$ cat config.mk
export PLATFORM = sky130hd
export DESIGN_NAME = psd_div
export DESIGN_NICKNAME = d
export VERILOG_FILES = /design/src/rtl/psd_pkg.sv /design/src/rtl/psd_div.sv
export SDC_FILE = /design/constraint.sdc
export NUM_CORES = 2
export LEC_CHECK = 0
export BUFFER_PORTS_ARGS = -buffer_cell sky130_fd_sc_hd__buf_2
export CAP_MARGIN = 20
export CELL_PAD_IN_SITES_DETAIL_PLACEMENT = 0
export CELL_PAD_IN_SITES_GLOBAL_PLACEMENT = 1
export CORE_UTILIZATION = 30
export DETAILED_ROUTE_END_ITERATION = 7
export HOLD_SLACK_MARGIN = 0.08
export PLACE_DENSITY_LB_ADDON = 0.25
export RECOVER_POWER = 50
export SETUP_SLACK_MARGIN = 0.15
export SLEW_MARGIN = 20
export SYNTH_ARGS = -nofsm -noshare
export SYNTH_HDL_FRONTEND = slang
export SYNTH_SLANG_ARGS = --single-unit
$ cat constraint.sdc
create_clock -name clk_i -period 4.45 [get_ports clk_i]
set_input_delay 0.445 -clock clk_i [delete_from_list [all_inputs] [get_ports clk_i]]
set_output_delay 0.445 -clock clk_i [all_outputs]
set_load 0.005 [all_outputs]
$ cat src/rtl/psd_pkg.sv
// Package: payload types, widths and the pipeline stage record for the point-segment distance unit.
package psd_pkg;
  localparam int unsigned CoordBits = 16;
  localparam int unsigned DiffBits  = CoordBits + 1;
  localparam int unsigned SqBits    = 2 * DiffBits + 1;
  localparam int unsigned TBits     = 16;
  localparam int unsigned TOutBits  = TBits + 1;
  localparam int unsigned DistBits  = CoordBits + 1;
  localparam int unsigned DivStages = TBits;
  localparam int unsigned SqrtSteps = SqBits / 2 + 1;
  localparam int unsigned RootBits  = SqrtSteps;
  localparam int unsigned RemBits   = RootBits + 2;

  typedef struct packed {
    logic signed [CoordBits-1:0] seg_start_x;
    logic signed [CoordBits-1:0] seg_start_y;
    logic signed [CoordBits-1:0] seg_end_x;
    logic signed [CoordBits-1:0] seg_end_y;
    logic signed [CoordBits-1:0] query_x;
    logic signed [CoordBits-1:0] query_y;
  } psd_in_t;

  typedef struct packed {
    logic [DistBits-1:0] distance;
    logic [TOutBits-1:0] projection_param;
    logic                degenerate;
  } psd_out_t;

  typedef struct packed {
    logic signed [DiffBits-1:0] dx;
    logic signed [DiffBits-1:0] dy;
    logic signed [DiffBits-1:0] wx;
    logic signed [DiffBits-1:0] wy;
  } psd_vec_t;
endpackage

$ cat src/rtl/psd_div.sv
// Pipelined restoring divider: t = floor(dot * 2^16 / len2), one quotient bit per stage.
module psd_div (
  input  logic                        clk_i,
  input  logic                        en_i,
  input  logic [psd_pkg::SqBits-1:0]  num_i,
  input  logic [psd_pkg::SqBits-1:0]  den_i,
  output logic [psd_pkg::TBits-1:0]   quo_o
);
  import psd_pkg::*;
  // num < den on entry, so remainder stays below den
  logic [SqBits-1:0] rem_q [DivStages];
  logic [SqBits-1:0] den_q [DivStages];
  logic [TBits-1:0]  quo_q [DivStages];

  always_ff @(posedge clk_i) begin
    for (int i = 0; i < DivStages; i++) begin
      if (en_i) begin
        logic [SqBits:0]   sh;
        logic [SqBits-1:0] r;
        logic [SqBits-1:0] d;
        logic [TBits-1:0]  qv;
        r  = (i == 0) ? num_i : rem_q[i-1];
        d  = (i == 0) ? den_i : den_q[i-1];
        qv = (i == 0) ? '0 : quo_q[i-1];
        sh = {r, 1'b0};
        if (sh >= {1'b0, d}) begin
          rem_q[i] <= SqBits'(sh - {1'b0, d});
          quo_q[i] <= {qv[TBits-2:0], 1'b1};
        end else begin
          rem_q[i] <= sh[SqBits-1:0];
          quo_q[i] <= {qv[TBits-2:0], 1'b0};
        end
        den_q[i] <= d;
      end
    end
  end

  assign quo_o = quo_q[DivStages-1];
endmodule

After elaboration in Yosys (flattened, before gate mapping)
Memories as Yosys holds them, arrays and structs flattened.
Index checks and enable logic that the tools add are counted.

operators by class
  add/sub/neg operators = 16
  $lt $le $gt $ge = 16
  multiplexer cells = 130
  bitwise logic cells = 32

operators with widths
  kind              number
  $ge A36 B35 Y1    16
  $mux W35          16
  $sub A35 B35 Y35  16
  $mux W16          16
  $mux W1           98
  $or A1 B1 Y1      32

word-level totals
  bits in registers = 0
  memory bits (writable) = 1376
  output and inout port bits = 16
  logic and storage cells = 197
  memories = 3

memories
  memory  depth  bits a word  read ports  clocked after Yosys merged registers in  write ports  RTL line       text
  den_q   16     35           15          0                                        16           psd_div.sv:12  logic [SqBits-1:0] den_q [DivStages];
  rem_q   16     35           15          0                                        16           psd_div.sv:11  logic [SqBits-1:0] rem_q [DivStages];
  quo_q   16     16           16          0                                        16           psd_div.sv:13  logic [TBits-1:0] quo_q [DivStages];

Longest topological paths before layout
  word-level depth = 5
  mapped depth = 15

Worst setup path before layout
No wires, ideal clock.

  path kind = reg-to-reg
  start = memory rem_q[0][39] (netlist name)
  end = memory rem_q[0][100] (netlist name) (data pin)
  library setup time = 0.262 ns
  arrival = 3.041 ns
  path slack = 1.147 ns
  stages on the path, launching flop included = 14
  path buffers = 2
  clock period less this slack = 3.303 ns
  cells stage by stage = edfxtp_1 -> ha_1 -> a211oi_2 -> nor2_1 -> a211oi_4 -> o21a_4 -> o22ai_1 -> a211o_1 -> a311oi_2 -> a21o_1 -> a22o_1 -> buf_6 -> buf_8 -> mux2_1

RTL lines
  element          RTL line
  start, declared  psd_div.sv:11

==> metrics.cfg <==
[place]
port_buffers = 87
place_ws_ns = 0.165
post-dp-hpwl_mm = 136
finalWeightedCongestion = 0.885

[finish]
fin_util_pct = 34.4
seqCellArea_mm2 = 0.0356
layout.filler_cells = 23886
final_cell_mix = sky130_fd_sc_hd__edfxtp_1, sky130_fd_sc_hd__inv_1, sky130_fd_sc_hd__a21oi_1, sky130_fd_sc_hd__ha_1, sky130_fd_sc_hd__o21ai_0
area_taken_by_multi_input_logic_gates_mm2 = 0.0328
design.final.nets = 7536
drive_above_1_share_pct = 8.91
layout.cells.most_common = sky130_fd_sc_hd__edfxtp_1
syn2layout_area_growth_pct = 13.7

[detailed_routing]
number_of_detailed_route_iterations_in_the_first_pass = 8
routed_via_density = 4.82
postRouteAntennaNets = 0
detail_route.iter0.violations = 2335
dr_total_vias = 49021
drcViolationCount = 0
wire_per_inst_um = 17.2
routed_wirelength_mm = 175

[timing]
worstMarginPinSlew_ns = 2.49
grt_setup_unrepaired = false
postLayoutSetupSlackWorst_ns = 0.364
maxSlewViolCount = 710
layout_worst_path_cycle_share_pct = 91.8
relative_slew_slack_pct = -65.8
fin_crit_ns = 4.09
hold-worst-slack_ns = 0.169
timing.final.setup_violations = 0
final_count_of_hold_timing_violations = 0
max_freq_mhz = 245
fin_clk_skew_ns = 0.0303

[power]
switching_component_of_the_power_mw = 21.2
portion_of_total_power_attributed_to_the_clock_network_pct = 20.9
power.switching_fraction_pct = 37.6
irDropWorstVdd_mv = 0.350
static-leakage-power_nw = 33.3
seq_power_share_pct = 32.2
power_per_cell_area_mw_per_mm2 = 689
p_int_mw = 35.2
combinational_cell_fraction_of_total_power_pct = 46.9

[run_status]
violations = capacitance limit, slew limit
run_status = complete, but fails checks

[global_routing]
total_routing_usage_gr_pct = 14.3
grt_pass1_vias = 51280
grt_pass1_wl_mm = 276
overflow = 0
grt_antenna_before_repair = 1
grt_max_degree = 151

[synthesis]
mappedNetlistArea_mm2 = 0.0720
syn-num-nets = 7359
synth_area_per_cell_um2 = 10.7
synth_warnings = 0
gate_count_after_technology_mapping = 6713
synth_enable_flop_cells = 1184
async_flop_share_pct = 0
dominantRegCellSynth = sky130_fd_sc_hd__edfxtp_1
synth.lib_cells_used.distinct = 100
seq_area_frac_synth_pct = 49.4
postSynthRegisterBits = 1186

[critical_path]
crit_path_max_incr_delay_ns = 0.66
worst_path_most_repeated_cell = sky130_fd_sc_hd__buf_4
critical-path-slowest-cell = sky130_fd_sc_hd__a2111oi_0
timing.setup.critical_path_class = flip-flop to flip-flop
required_ns = 4.96
worstPathArrival_ns = 4.60
worst_setup_path_end_kind = flip-flop
critical_path.cell_chain = ha_1 -> a21oi_1 -> o21ai_1 -> or3_1 -> a31oi_1 -> o41ai_1 -> buf_4 -> a2111oi_0 -> buf_4 -> nor2_1 -> a221oi_1 -> xor2_1 -> o21ai_0
crit_path_max_fanout = 6
nature_of_the_critical_path_startpoint = flip-flop

[clock_tree]
clock_sinks = 1186
bufs_on_longest_clock_path = 3
cts_buffers = 151
cts_tree = yes
clock_insertion_delay_worst_skew_ns = 0.80
cts.clk_slew.worst_paths_ns = 0.06
htree_num_levels = 4
ctsRootBufferMaster = sky130_fd_sc_hd__clkbuf_16

[floorplanning]
die_wd_um = 492
full_die_area_mm2 = 0.242
core-area_mm2 = 0.238
fp.dieH_um = 492
rows = 179
initial_core_util_pct = 30.2
num_io_pins = 88

[hold_path]
holdCritPathClass = primary input to flip-flop

[flow_run]
max_cap_violations = 7

==> synth_stat cells (108+ instances only) <==
| master | count | share of area [%] |
|---|---|---|
| sky130_fd_sc_hd__inv_1 | 708 | 3.7 |
| sky130_fd_sc_hd__a21oi_1 | 574 | 4.0 |
| sky130_fd_sc_hd__ha_1 | 559 | 9.7 |
| sky130_fd_sc_hd__edfxtp_1 | 1184 | 49 |
| sky130_fd_sc_hd__xor2_1 | 180 | 2.2 |
| sky130_fd_sc_hd__o21ai_0 | 466 | 3.2 |
| sky130_fd_sc_hd__nor2_1 | 354 | 1.8 |
| sky130_fd_sc_hd__nand2_1 | 461 | 2.4 |
| sky130_fd_sc_hd__a21o_1 | 323 | 3.4 |
| sky130_fd_sc_hd__nand3_1 | 108 | 0.75 |
| sky130_fd_sc_hd__xnor2_1 | 276 | 3.4 |
| sky130_fd_sc_hd__clkbuf_1 | 178 | 0.93 |
| sky130_fd_sc_hd__mux2_2 | 187 | 2.9 |
==> per-layer routing <==
metal | track usage [%] | part of all wire [%] | vias to the layer above
met5 | 0 | 0 | -
met1 | 14.0 | 38 | 22953
li1 | - | - | 24841
met3 | 2.06 | 2.6 | 427
met2 | 28.2 | 54 | 800
met4 | 7.99 | 5.8 | 0
==> power groups by stage <==
stage | clock, mW | combinational (mW) | sequential, mW
final | 11.8 | 26.5 | 18.2
after CTS | 12.3 | 26.6 | 18.2
after global routing | 12.7 | 29.5 | 18.5
after global placement | 0 | 26.3 | 18.4
after floorplan | 0 | 20.0 | 17.7
after detailed placement | 0 | 26.4 | 18.4
==> state kept, by name, indices dropped and copies added (netlist names) <==
| signal | count |
|---|---|
| quo_q | 136 |
| rem_q | 525 |
| den_q | 525 |
==> worst max-delay path: cells and delay by family, from the launching register on <==
kind	cells	cell delay (ns)
AOI/OAI and AO/OA	7	2.02
xor gates and xnor gates	1	0.18
adders and majority gates	1	0.39
buffers and inverters	2	0.41
DFF	1	0.40
and+or+nand+nor	2	0.41
==> repair_timing <==
action,in CTS,in global routing
hold buffers,69,0
gates resized for setup,0,0
setup buffers,0,0
hold endpoints to repair,71,0
==> metrics by stage <==
step / std cells / instance area, um2 / TNS (ns) / total power, mW
final: 10180 / 81900 / 0 / 56.4
after global routing: 10180 / 81900 / 0 / 60.6
after CTS: 10179 / 82000 / 0 / 57.1
after detailed placement: 9835 / 76600 / 0 / 44.8
after global placement: 9835 / 76600 / -6.12 / 44.8
after floorplan: 6713 / 72000 / 0 / 37.6
==> logic make-up after synthesis <==
kind of cell	share of synthesized area (%)
AO/OA/AOI/OAI	16.6
XOR/XNOR	5.54
adder cells (fa/ha/maj)	10.1
buffers and inverters	5.17
flip-flops	49.4
multiplexers	4.06
AND/OR/NAND/NOR	9.14
==> final timing paths <==
check | from | endpoint | slack, ns | cells after the start
max | rem_q[0][116] | rem_q[0][171] | 0.36 | 13
min | num_i[33] | rem_q[0][34] | 0.17 | 3
max reg2reg | rem_q[0][116] | rem_q[0][171] | 0.36 | 13
min reg2reg | quo_q[0][66] | quo_q[0][83] | 0.40 | 0
==> final cells by class <==
cell class,instances,area share (%)
clock buffers,190,4.85
multi-input cells,4583,40.1
clock inverters,85,0.998
inverters,708,3.25
flip-flops and latches,1186,43.5
diodes,1,0.00306
well taps,3167,4.84
repair buffers,260,2.51
Power figures use the tool's default switching activity.
