### config.mk
export PLATFORM = sky130hd
export DESIGN_NAME = psd_sqrt
export DESIGN_NICKNAME = d
export VERILOG_FILES = /design/src/rtl/psd_pkg.sv /design/src/rtl/psd_sqrt.sv
export SDC_FILE = /design/constraint.sdc
export NUM_CORES = 1
export LEC_CHECK = 0
export BUFFER_PORTS_ARGS = -buffer_cell sky130_fd_sc_hd__clkbuf_2
export CAP_MARGIN = 20
export CORE_UTILIZATION = 46
export CTS_CLUSTER_DIAMETER = 150
export DETAILED_ROUTE_END_ITERATION = 7
export PLACE_DENSITY = 0.75
export SLEW_MARGIN = 40
export SYNTH_ARGS = -nofsm -noshare
export SYNTH_HDL_FRONTEND = slang
export SYNTH_SLANG_ARGS = --single-unit
### constraint.sdc
create_clock -name clk_i -period 3 [get_ports clk_i]
set_clock_uncertainty 0.2 [all_clocks]
set_input_delay 0.15 -clock clk_i [delete_from_list [all_inputs] [get_ports clk_i]]
set_output_delay 0.15 -clock clk_i [all_outputs]
set_load 0.03 [all_outputs]
### src/rtl/psd_pkg.sv
// Package: payload types, widths and the pipeline stage record for the point-segment distance unit.
package psd_pkg;
  localparam int unsigned CoordBits = 16;
  localparam int unsigned DiffBits  = CoordBits + 1;
  localparam int unsigned SqBits    = 2 * DiffBits + 1;
  localparam int unsigned TBits     = 16;
  localparam int unsigned TOutBits  = TBits + 1;
  localparam int unsigned DistBits  = CoordBits + 1;
  localparam int unsigned DivStages = TBits;
  localparam int unsigned SqrtSteps = SqBits / 2 + 1;
  localparam int unsigned RootBits  = SqrtSteps;
  localparam int unsigned RemBits   = RootBits + 2;

  typedef struct packed {
    logic signed [CoordBits-1:0] seg_start_x;
    logic signed [CoordBits-1:0] seg_start_y;
    logic signed [CoordBits-1:0] seg_end_x;
    logic signed [CoordBits-1:0] seg_end_y;
    logic signed [CoordBits-1:0] query_x;
    logic signed [CoordBits-1:0] query_y;
  } psd_in_t;

  typedef struct packed {
    logic [DistBits-1:0] distance;
    logic [TOutBits-1:0] projection_param;
    logic                degenerate;
  } psd_out_t;

  typedef struct packed {
    logic signed [DiffBits-1:0] dx;
    logic signed [DiffBits-1:0] dy;
    logic signed [DiffBits-1:0] wx;
    logic signed [DiffBits-1:0] wy;
  } psd_vec_t;
endpackage

### src/rtl/psd_sqrt.sv
// Pipelined digit-by-digit integer square root, one root bit per stage.
module psd_sqrt (
  input  logic                         clk_i,
  input  logic                         en_i,
  input  logic [psd_pkg::SqBits-1:0]   val_i,
  output logic [psd_pkg::RootBits-1:0] root_o
);
  import psd_pkg::*;
  localparam int unsigned PadBits = 2 * SqrtSteps;
  logic [PadBits-1:0]  val_q  [SqrtSteps];
  logic [RemBits-1:0]  rem_q  [SqrtSteps];
  logic [RootBits-1:0] root_q [SqrtSteps];

  always_ff @(posedge clk_i) begin
    for (int i = 0; i < SqrtSteps; i++) begin
      if (en_i) begin
        logic [PadBits-1:0]  v;
        logic [RemBits-1:0]  r;
        logic [RootBits-1:0] q;
        logic [RemBits-1:0]  trial;
        logic [RemBits-1:0]  cand;
        v = (i == 0) ? PadBits'(val_i) : val_q[i-1];
        r = (i == 0) ? '0 : rem_q[i-1];
        q = (i == 0) ? '0 : root_q[i-1];
        trial = {r[RemBits-3:0], v[PadBits-1 -: 2]};
        cand  = {q, 2'b01};
        if (trial >= cand) begin
          rem_q[i]  <= trial - cand;
          root_q[i] <= {q[RootBits-2:0], 1'b1};
        end else begin
          rem_q[i]  <= trial;
          root_q[i] <= {q[RootBits-2:0], 1'b0};
        end
        val_q[i] <= {v[PadBits-3:0], 2'b00};
      end
    end
  end

  assign root_o = root_q[SqrtSteps-1];
endmodule

; ---- Word-level counts from Yosys, hierarchy flattened
; Memories as Yosys holds them, arrays and structs flattened.
; Index checks and enable logic that the tools add are counted.
[totals]
register_bits = 0
ram_bits = 1296
memories = 3
[mem_list]
columns = memory, depth, word_bits, rd, rd_ports_with_merged_regs, wr, line
row1 = val_q, 18, 34, 17, 0, 18, psd_sqrt.sv:10  ; logic [PadBits-1:0] val_q [SqrtSteps];
row2 = rem_q, 18, 20, 17, 0, 18, psd_sqrt.sv:11  ; logic [RemBits-1:0] rem_q [SqrtSteps];
row3 = root_q, 18, 18, 18, 0, 18, psd_sqrt.sv:12  ; logic [RootBits-1:0] root_q [SqrtSteps];
[classes]
addsub = 18
magnitude_cmp = 18
muxes = 146
bitwise = 36
[ops]
columns = cell, count
row1 = $mux 20, 18
row2 = $ge 20x20->1, 17
row3 = $sub 20x20->20, 17
row4 = $mux 18, 18
row5 = $mux 1, 110
row6 = $or 1x1->1, 36
row7 = $sub 1x1->2 const B, 1
row8 = $ge 1x1->1 const B, 1

; ---- Logic depth before layout (Yosys ltp)
; Gate-level depths: netlist of run 1.
; An unclocked memory read counts as a cell.
[depth]
depth_word = 6
mapped_depth = 11

; ---- Worst setup path after synthesis of run 1
; OpenSTA, ideal clock, no wires.
[synth_timing]
path_kind = reg2reg
startpoint = memory rem_q[7][29] (netlist name)
endpoint = memory rem_q[8][11] (netlist name), data pin
t_arrival_ns = 2.473
t_required_ns = 2.540
path_slack_ns = 0.067
path_stages_with_launch = 10
n_path_buf = 2
period_less_slack_ns = 2.933
path_cell_list = edfxtp_1 -> ha_1 -> clkbuf_1 -> a21oi_1 -> a21oi_1 -> nor3_1 -> a21oi_1 -> a211oi_2 -> buf_4 -> mux2_2
[synth_rtl]
columns = element, line
row1 = "start, declared", psd_sqrt.sv:11

==> reports/qor.yml, run 1 <==
status: "complete, no violations"
netlist_instances: 2653
grt_use_total_pct: 16.52
antenna_found_initial: 0
cts_root_buf: "clkbuf_16"
synth_area_leaders: "edfxtp_1, ha_1, xnor2_1"
cts_tree: "yes"
first_pass_iters: 6
wl_per_cell_um: 16.52
synth_top_area_share_pct: 64.79
power_mw: 28.15
tightest_slew_ns: 0.7483
rsz0062_at_grt: "yes"
max_clock_freq_mhz: 337.1
avgSynthCellArea_um2: 13.26
cts_made_buffers: 81
nets: 3097
p_per_area_nw_per_um2: 691.8
initial_core_util_pct: 46.40
overflow: 0
die_h_um: 278.5
io_buffer_count: 54
synth_top_area_cell: "edfxtp_1"
cts.clk_slew.worst_paths_ns: 0.06
relSlewSlack_pct: 50.11
netlist_area_um2: 35180
vdd_drop_max_mv: 0.4765
drive_above_1_share_pct: 12.60
vias_per_cell: 5.441
top_level_ports: 55
drv_slew: 0
ant_nets: 0
grt_start_max_net_pins: 174
htree_levels: 3
p_leak_nw: 15.72
final_util_pct: 53.66
hold_class: "in2reg"
n_fill_cell: 6102
crit_arrival_ns: 3.13
crit_type: "reg2reg"
ys_seq_elements: 760
clkLatencyLatePin_ns: 0.64
drv_cap: 0
ys_seq_area_share_pct: 64.85
synth_cell_types: 83
setup_viol: 0
first_iter_violations: 1591
path_max_fanout: 4
ys_warn_count: 0
synth-edff-count: 759
die_w_um: 278.5
wl_um: 64680
timing.hold.ws_ns: 0.04090
coreArea_um2: 75820
syn_nets: 2880
fin_setup_tns_ns: 0
num_rows: 101
hpwl_um: 43880
grt_pass1_wl_um: 104600
async_reset_ff_share_pct: 0
endpoint_kind: "register"
grt_pass1_vias: 21250
start_kind: "register"
drcViolationCount: 0
hold_viol: 0
crit_required_ns: 3.16
clock_sinks: 760
place_congestion: 0.9388
area_growth_pct: 15.65
min_period_ns: 2.966
antennaDiodeCount: 0
vias: 21300
fin_crit_sh_pct: 98.88
ys.flop_type: "edfxtp_1"
dieArea_um2: 77580
clock_path_buffers: 3
-- power by group --
group / internal (mW) / switching (mW) / leakage (nW) / total (mW)
Clock: 5.73 / 4.16 / 1.30 / 9.90
Sequential: 13.1 / 0.637 / 7.30 / 13.8
Combinational: 2.03 / 2.46 / 7.11 / 4.49
-- layout make-up --
| type | count | area [um^2] | area share (%) |
|---|---|---|---|
| flip-flops and latches | 760 | 22810 | 56.07 |
| multi-input cells | 1612 | 11520 | 28.31 |
| clock buffers | 97 | 2087 | 5.130 |
| repair buffers | 190 | 1619 | 3.980 |
| well taps | 978 | 1224 | 3.008 |
| inverters | 225 | 844.6 | 2.076 |
| clock inverters | 53 | 580.6 | 1.427 |
-- Yosys cell counts, drive strengths merged (7+ instances only) --
cell type / n
o21ai: 131
a31oi: 13
inv: 225
and2: 21
nand2: 145
edfxtp: 759
clkbuf: 41
or3: 26
ha: 190
nor3: 68
nand4: 23
o21a: 30
a21o: 47
and3: 14
buf: 15
nand3: 46
nor2b: 19
o211ai: 18
nand2b: 38
or2: 14
a211oi: 24
o31ai: 16
mux2i: 7
xnor2: 107
nor2: 169
or4: 12
mux2: 53
nor4: 29
a211o: 8
xor2: 97
a21oi: 158
-- state kept, by name, indices dropped and copies added, names as in the netlist --
| register | cells |
|---|---|
| root_q | 171 |
| val_q | 306 |
| rem_q | 283 |
-- cell families (layout without fill, tap and decap cells) --
logic type	count (synthesis)	after routing	share of synthesized area [%]
DFF	760	760	64.85
and+or+nand+nor	655	655	9.432
AOI/OAI and AO/OA	503	503	8.906
buffers and inverters	281	565	3.084
xor gates and xnor gates	204	204	5.079
adders and majority gates	190	190	6.758
muxes	60	60	1.896
-- metal layers --
layer / up-vias / part of all wire (%) / GRT usage [%]
li1: 10260 / - / -
met1: 10290 / 41 / 19.63
met2: 586 / 51 / 29.53
met3: 170 / 3.9 / 2.577
met4: 0 / 3.8 / 7.213
met5: - / 0 / 0
-- what timing repair did --
| item | 4_1_cts | 5_1_grt |
|---|---|---|
| hold buffers | 68 | 0 |
| pin swaps | 0 | 9 |
| resized for setup | 6 | 52 |
| setup buffers | 0 | 7 |
| hold endpoints to repair | 163 | 0 |
| endpoints found under the setup margin | 10 | 111 |
| gates cloned | 0 | 1 |
-- path summary, 6_finish.rpt --
| kind | from | end | slack (ns) | cells after the start |
|---|---|---|---|---|
| min | val_i[3] | val_q[0][3]$_DFFE_PP_ | 0.04 | 2 |
| min reg2reg | val_q[10][22]$_DFFE_PP_ | val_q[11][24]$_DFFE_PP_ | 0.20 | 0 |
| max reg2reg | root_q[8][1]$_DFFE_PP_ | rem_q[4][34]$_DFFE_PP_ | 0.03 | 9 |
| max | root_q[8][1]$_DFFE_PP_ | rem_q[4][34]$_DFFE_PP_ | 0.03 | 9 |
-- worst max-delay path: stages (launching register included) --
cell	delay, ns
edfxtp_1	0.47
inv_1	0.11
ha_1	0.24
o21ai_1	0.22
a21oi_2	0.10
a221o_1	0.39
a211oi_1	0.38
o21ai_0	0.12
nor4_1	0.30
xor2_1	0.14
-- cells in the final DEF, fill, tap and decap left out, types with 13 or more instances in the layout --
| cell | instances |
|---|---|
| mux2_2 | 53 |
| nand3_1 | 46 |
| xnor2_1 | 107 |
| dlygate4sd3_1 | 68 |
| a211oi_1 | 17 |
| edfxtp_1 | 759 |
| o211ai_1 | 16 |
| ha_1 | 185 |
| nor4_1 | 25 |
| buf_4 | 56 |
| nand2_1 | 145 |
| nand2b_1 | 38 |
| o31ai_1 | 13 |
| clkbuf_16 | 82 |
| or3_1 | 25 |
| and3_1 | 14 |
| or2_2 | 14 |
| a21oi_1 | 153 |
| nor3_1 | 61 |
| clkinv_1 | 14 |
| nand4_1 | 23 |
| clkinv_2 | 20 |
| xor2_1 | 97 |
| nor2_1 | 169 |
| o21ai_1 | 13 |
| inv_1 | 224 |
| and2_1 | 21 |
| nor2b_1 | 19 |
| o21a_1 | 30 |
| o21ai_0 | 115 |
| clkbuf_1 | 16 |
| clkbuf_2 | 53 |
| a21o_1 | 47 |
-- per-stage QoR --
stage	instances	worst slack [ns]	area, um^2
after global routing	3915	-0.02763	40680
after CTS	3906	0.006124	40370
after global placement	3688	0.04515	36990
after detailed placement	3688	-0.05254	36990
after floorplan	2653	0.06701	35180
final	3915	0.03374	40680
Power figures use the tool's default switching activity.
==> run 2: changes to the inputs <==
--- a/config.mk
+++ b/config.mk
@@ -6,11 +6,10 @@
 export NUM_CORES = 1
 export LEC_CHECK = 0
 export BUFFER_PORTS_ARGS = -buffer_cell sky130_fd_sc_hd__clkbuf_2
-export CAP_MARGIN = 20
-export CORE_UTILIZATION = 46
+export CORE_UTILIZATION = 50
 export CTS_CLUSTER_DIAMETER = 150
 export DETAILED_ROUTE_END_ITERATION = 7
-export PLACE_DENSITY = 0.75
+export PLACE_DENSITY = 0.68
 export SLEW_MARGIN = 40
 export SYNTH_ARGS = -nofsm -noshare
 export SYNTH_HDL_FRONTEND = slang
==> run 2 against run 1 <==
  * Combinational power fell by 0.9%
  * Sequential share of layout area rose by 0.12 points
  * Die area fell by 7.9%
  * Final cell count fell by 1.3%
  * Core utilization rose by 5.1 points
  * Non-clock buffer count did not move
  * Via count fell by 1.5%
==> reports/qor.yml, run 2 (same netlist as run 1, synthesis figures left out) <==
crit_chain: "ha_1, nand2_1, or3_1, nor4_4, nor3_2, o211ai_1, buf_2, mux2_2"
layout_commonest_cell: "edfxtp_1"
drcViolationCount: 0  # unchanged
final_util_pct: 58.78  # +5.1 points
grt_pass1_wl_um: 103700  # -0.87%
status: "complete, no violations"
setup_ws_ns: 0.08168  # +0.04794 ns
grt_use_total_pct: 18.10  # +1.6 points
final_cell_mix: "edfxtp_1, inv_1, ha_1"
max_clock_freq_mhz: 342.7  # +1.6%
hpwl_um: 44180  # +0.69%
area_growth_pct: 15.40
largest_reg_flops: 306  # unchanged
vias_per_cell: 5.427  # -0.25%
die_w_um: 267.3  # -4.1%
cpMaxStageDelayCell: "edfxtp_1"
drv_cap: 0  # unchanged
clkLatencyLatePin_ns: 0.62  # -0.02 ns
n_fill_cell: 5427  # -11%
top_level_ports: 55  # unchanged
grt_start_max_net_pins: 174  # unchanged
path_max_fanout: 5  # +1
crit_required_ns: 3.17  # about the same
clock_path_buffers: 3  # unchanged
die_h_um: 267.3  # -4.1%
wl_per_cell_um: 16.78  # +1.6%
drive_above_1_share_pct: 13.50  # +0.90 points
p_leak_nw: 15.72  # about the same
fin_area_um2: 40600  # -0.22%
hold_class: "in2reg"
num_rows: 96  # -5.0%
initial_core_util_pct: 50.93  # +4.5 points
cts_root_buf: "clkbuf_16"
io_buffer_count: 54  # unchanged
dpl_cell_area_um2: 37080  # +0.22%
cts.clk_slew.worst_paths_ns: 0.06  # about the same
hold_viol: 0  # unchanged
wl_um: 64860  # +0.28%
fin_crit_sh_pct: 97.28  # -1.6 points
start_kind: "register"
setup_viol: 0  # unchanged
timing.hold.ws_ns: 0.04026  # -0.0006405 ns
post-place-cells: 3663  # -0.68%
path_buf_inv: 1  # unchanged
cts_made_buffers: 82  # +1.2%
first_pass_iters: 5  # -1
fin_cells: 3865  # -1.3%
dieArea_um2: 71420  # -7.9%
critPathMaxStageDelay_ns: 0.40  # -0.07 ns
coreArea_um2: 69070  # -8.9%
vias: 20980  # -1.5%
first_iter_violations: 1421  # -11%
ant_nets: 0  # unchanged
clock_sinks: 760  # unchanged
grt_pass1_vias: 20920  # -1.6%
antenna_found_initial: 0  # unchanged
relSlewSlack_pct: 50.16  # +0.055 points
dp_slack_ns: -0.01733  # +0.03521 ns
crit_arrival_ns: 3.09  # -0.04 ns
place_congestion: 0.8939  # -4.8%
overflow: 0  # unchanged
cts_tree: "yes"
min_period_ns: 2.918  # -0.04794 ns
crit_type: "reg2reg"
largest-register: "val_q"
htree_levels: 3  # unchanged
nets: 3098  # +0.032%
endpoint_kind: "register"
drv_slew: 0  # unchanged
cp_top_family: "simple AND/OR/NAND/NOR gates"
vdd_drop_max_mv: 0.5702  # +20%
antennaDiodeCount: 0  # unchanged
reg.largest.list: "val_q x306, rem_q x283, root_q x171"
tightest_slew_ns: 0.7475  # -0.0008184 ns
p_per_area_nw_per_um2: 698.1  # +0.90%
[run 2: report_power, final]
group,switching [mW],total (mW),internal [mW]
Sequential,0.650,13.8,13.1
Combinational,2.42,4.45,2.03
Clock,4.08,10.1,6.03
[run 2: final timing paths]
kind / start / end / slack [ns] / depth (start not counted)
setup / recovery: rem_q[5][27]$_DFFE_PP_ / rem_q[6][6]$_DFFE_PP_ / 0.08 / 8
hold / removal: val_i[1] / val_q[0][1]$_DFFE_PP_ / 0.04 / 2
setup reg to reg: rem_q[5][27]$_DFFE_PP_ / rem_q[6][6]$_DFFE_PP_ / 0.08 / 8
hold reg to reg: val_q[0][11]$_DFFE_PP_ / val_q[1][13]$_DFFE_PP_ / 0.21 / 0
[run 2: layout make-up]
cell class | count | area, um^2 | share of cell area [%]
well taps | 931 | 1165 | 2.869
inverters | 225 | 844.6 | 2.080
multi-input cells | 1612 | 11530 | 28.41
repair buffers | 190 | 1533 | 3.776
flip-flops and latches | 760 | 22810 | 56.19
clock buffers | 95 | 2165 | 5.332
clock inverters | 52 | 545.5 | 1.344
[run 2: metrics by stage]
step           TNS [ns]  power [mW]
6_report              0       28.34
3_5_place_dp   -0.01733       18.25
5_1_grt        -0.09408       29.60
4_1_cts               0       28.51
2_1_floorplan         0       16.96
3_3_place_gp          0       18.10
[run 2: metal layers]
layer  up-vias  part of all wire, %  track usage [%]
met1     10160                   43            22.79
met5         -                    0                0
li1      10280                    -                -
met3       124                  3.4            2.611
met4         0                  3.0            6.648
met2       420                   50            31.63
[run 2: what timing repair did]
action	CTS	global route
hold endpoints to repair	113	0
hold buffers	42	0
setup endpoints to repair	1	111
buffers inserted	0	9
resized for setup	1	60
cloned	0	3
pin swaps	0	10
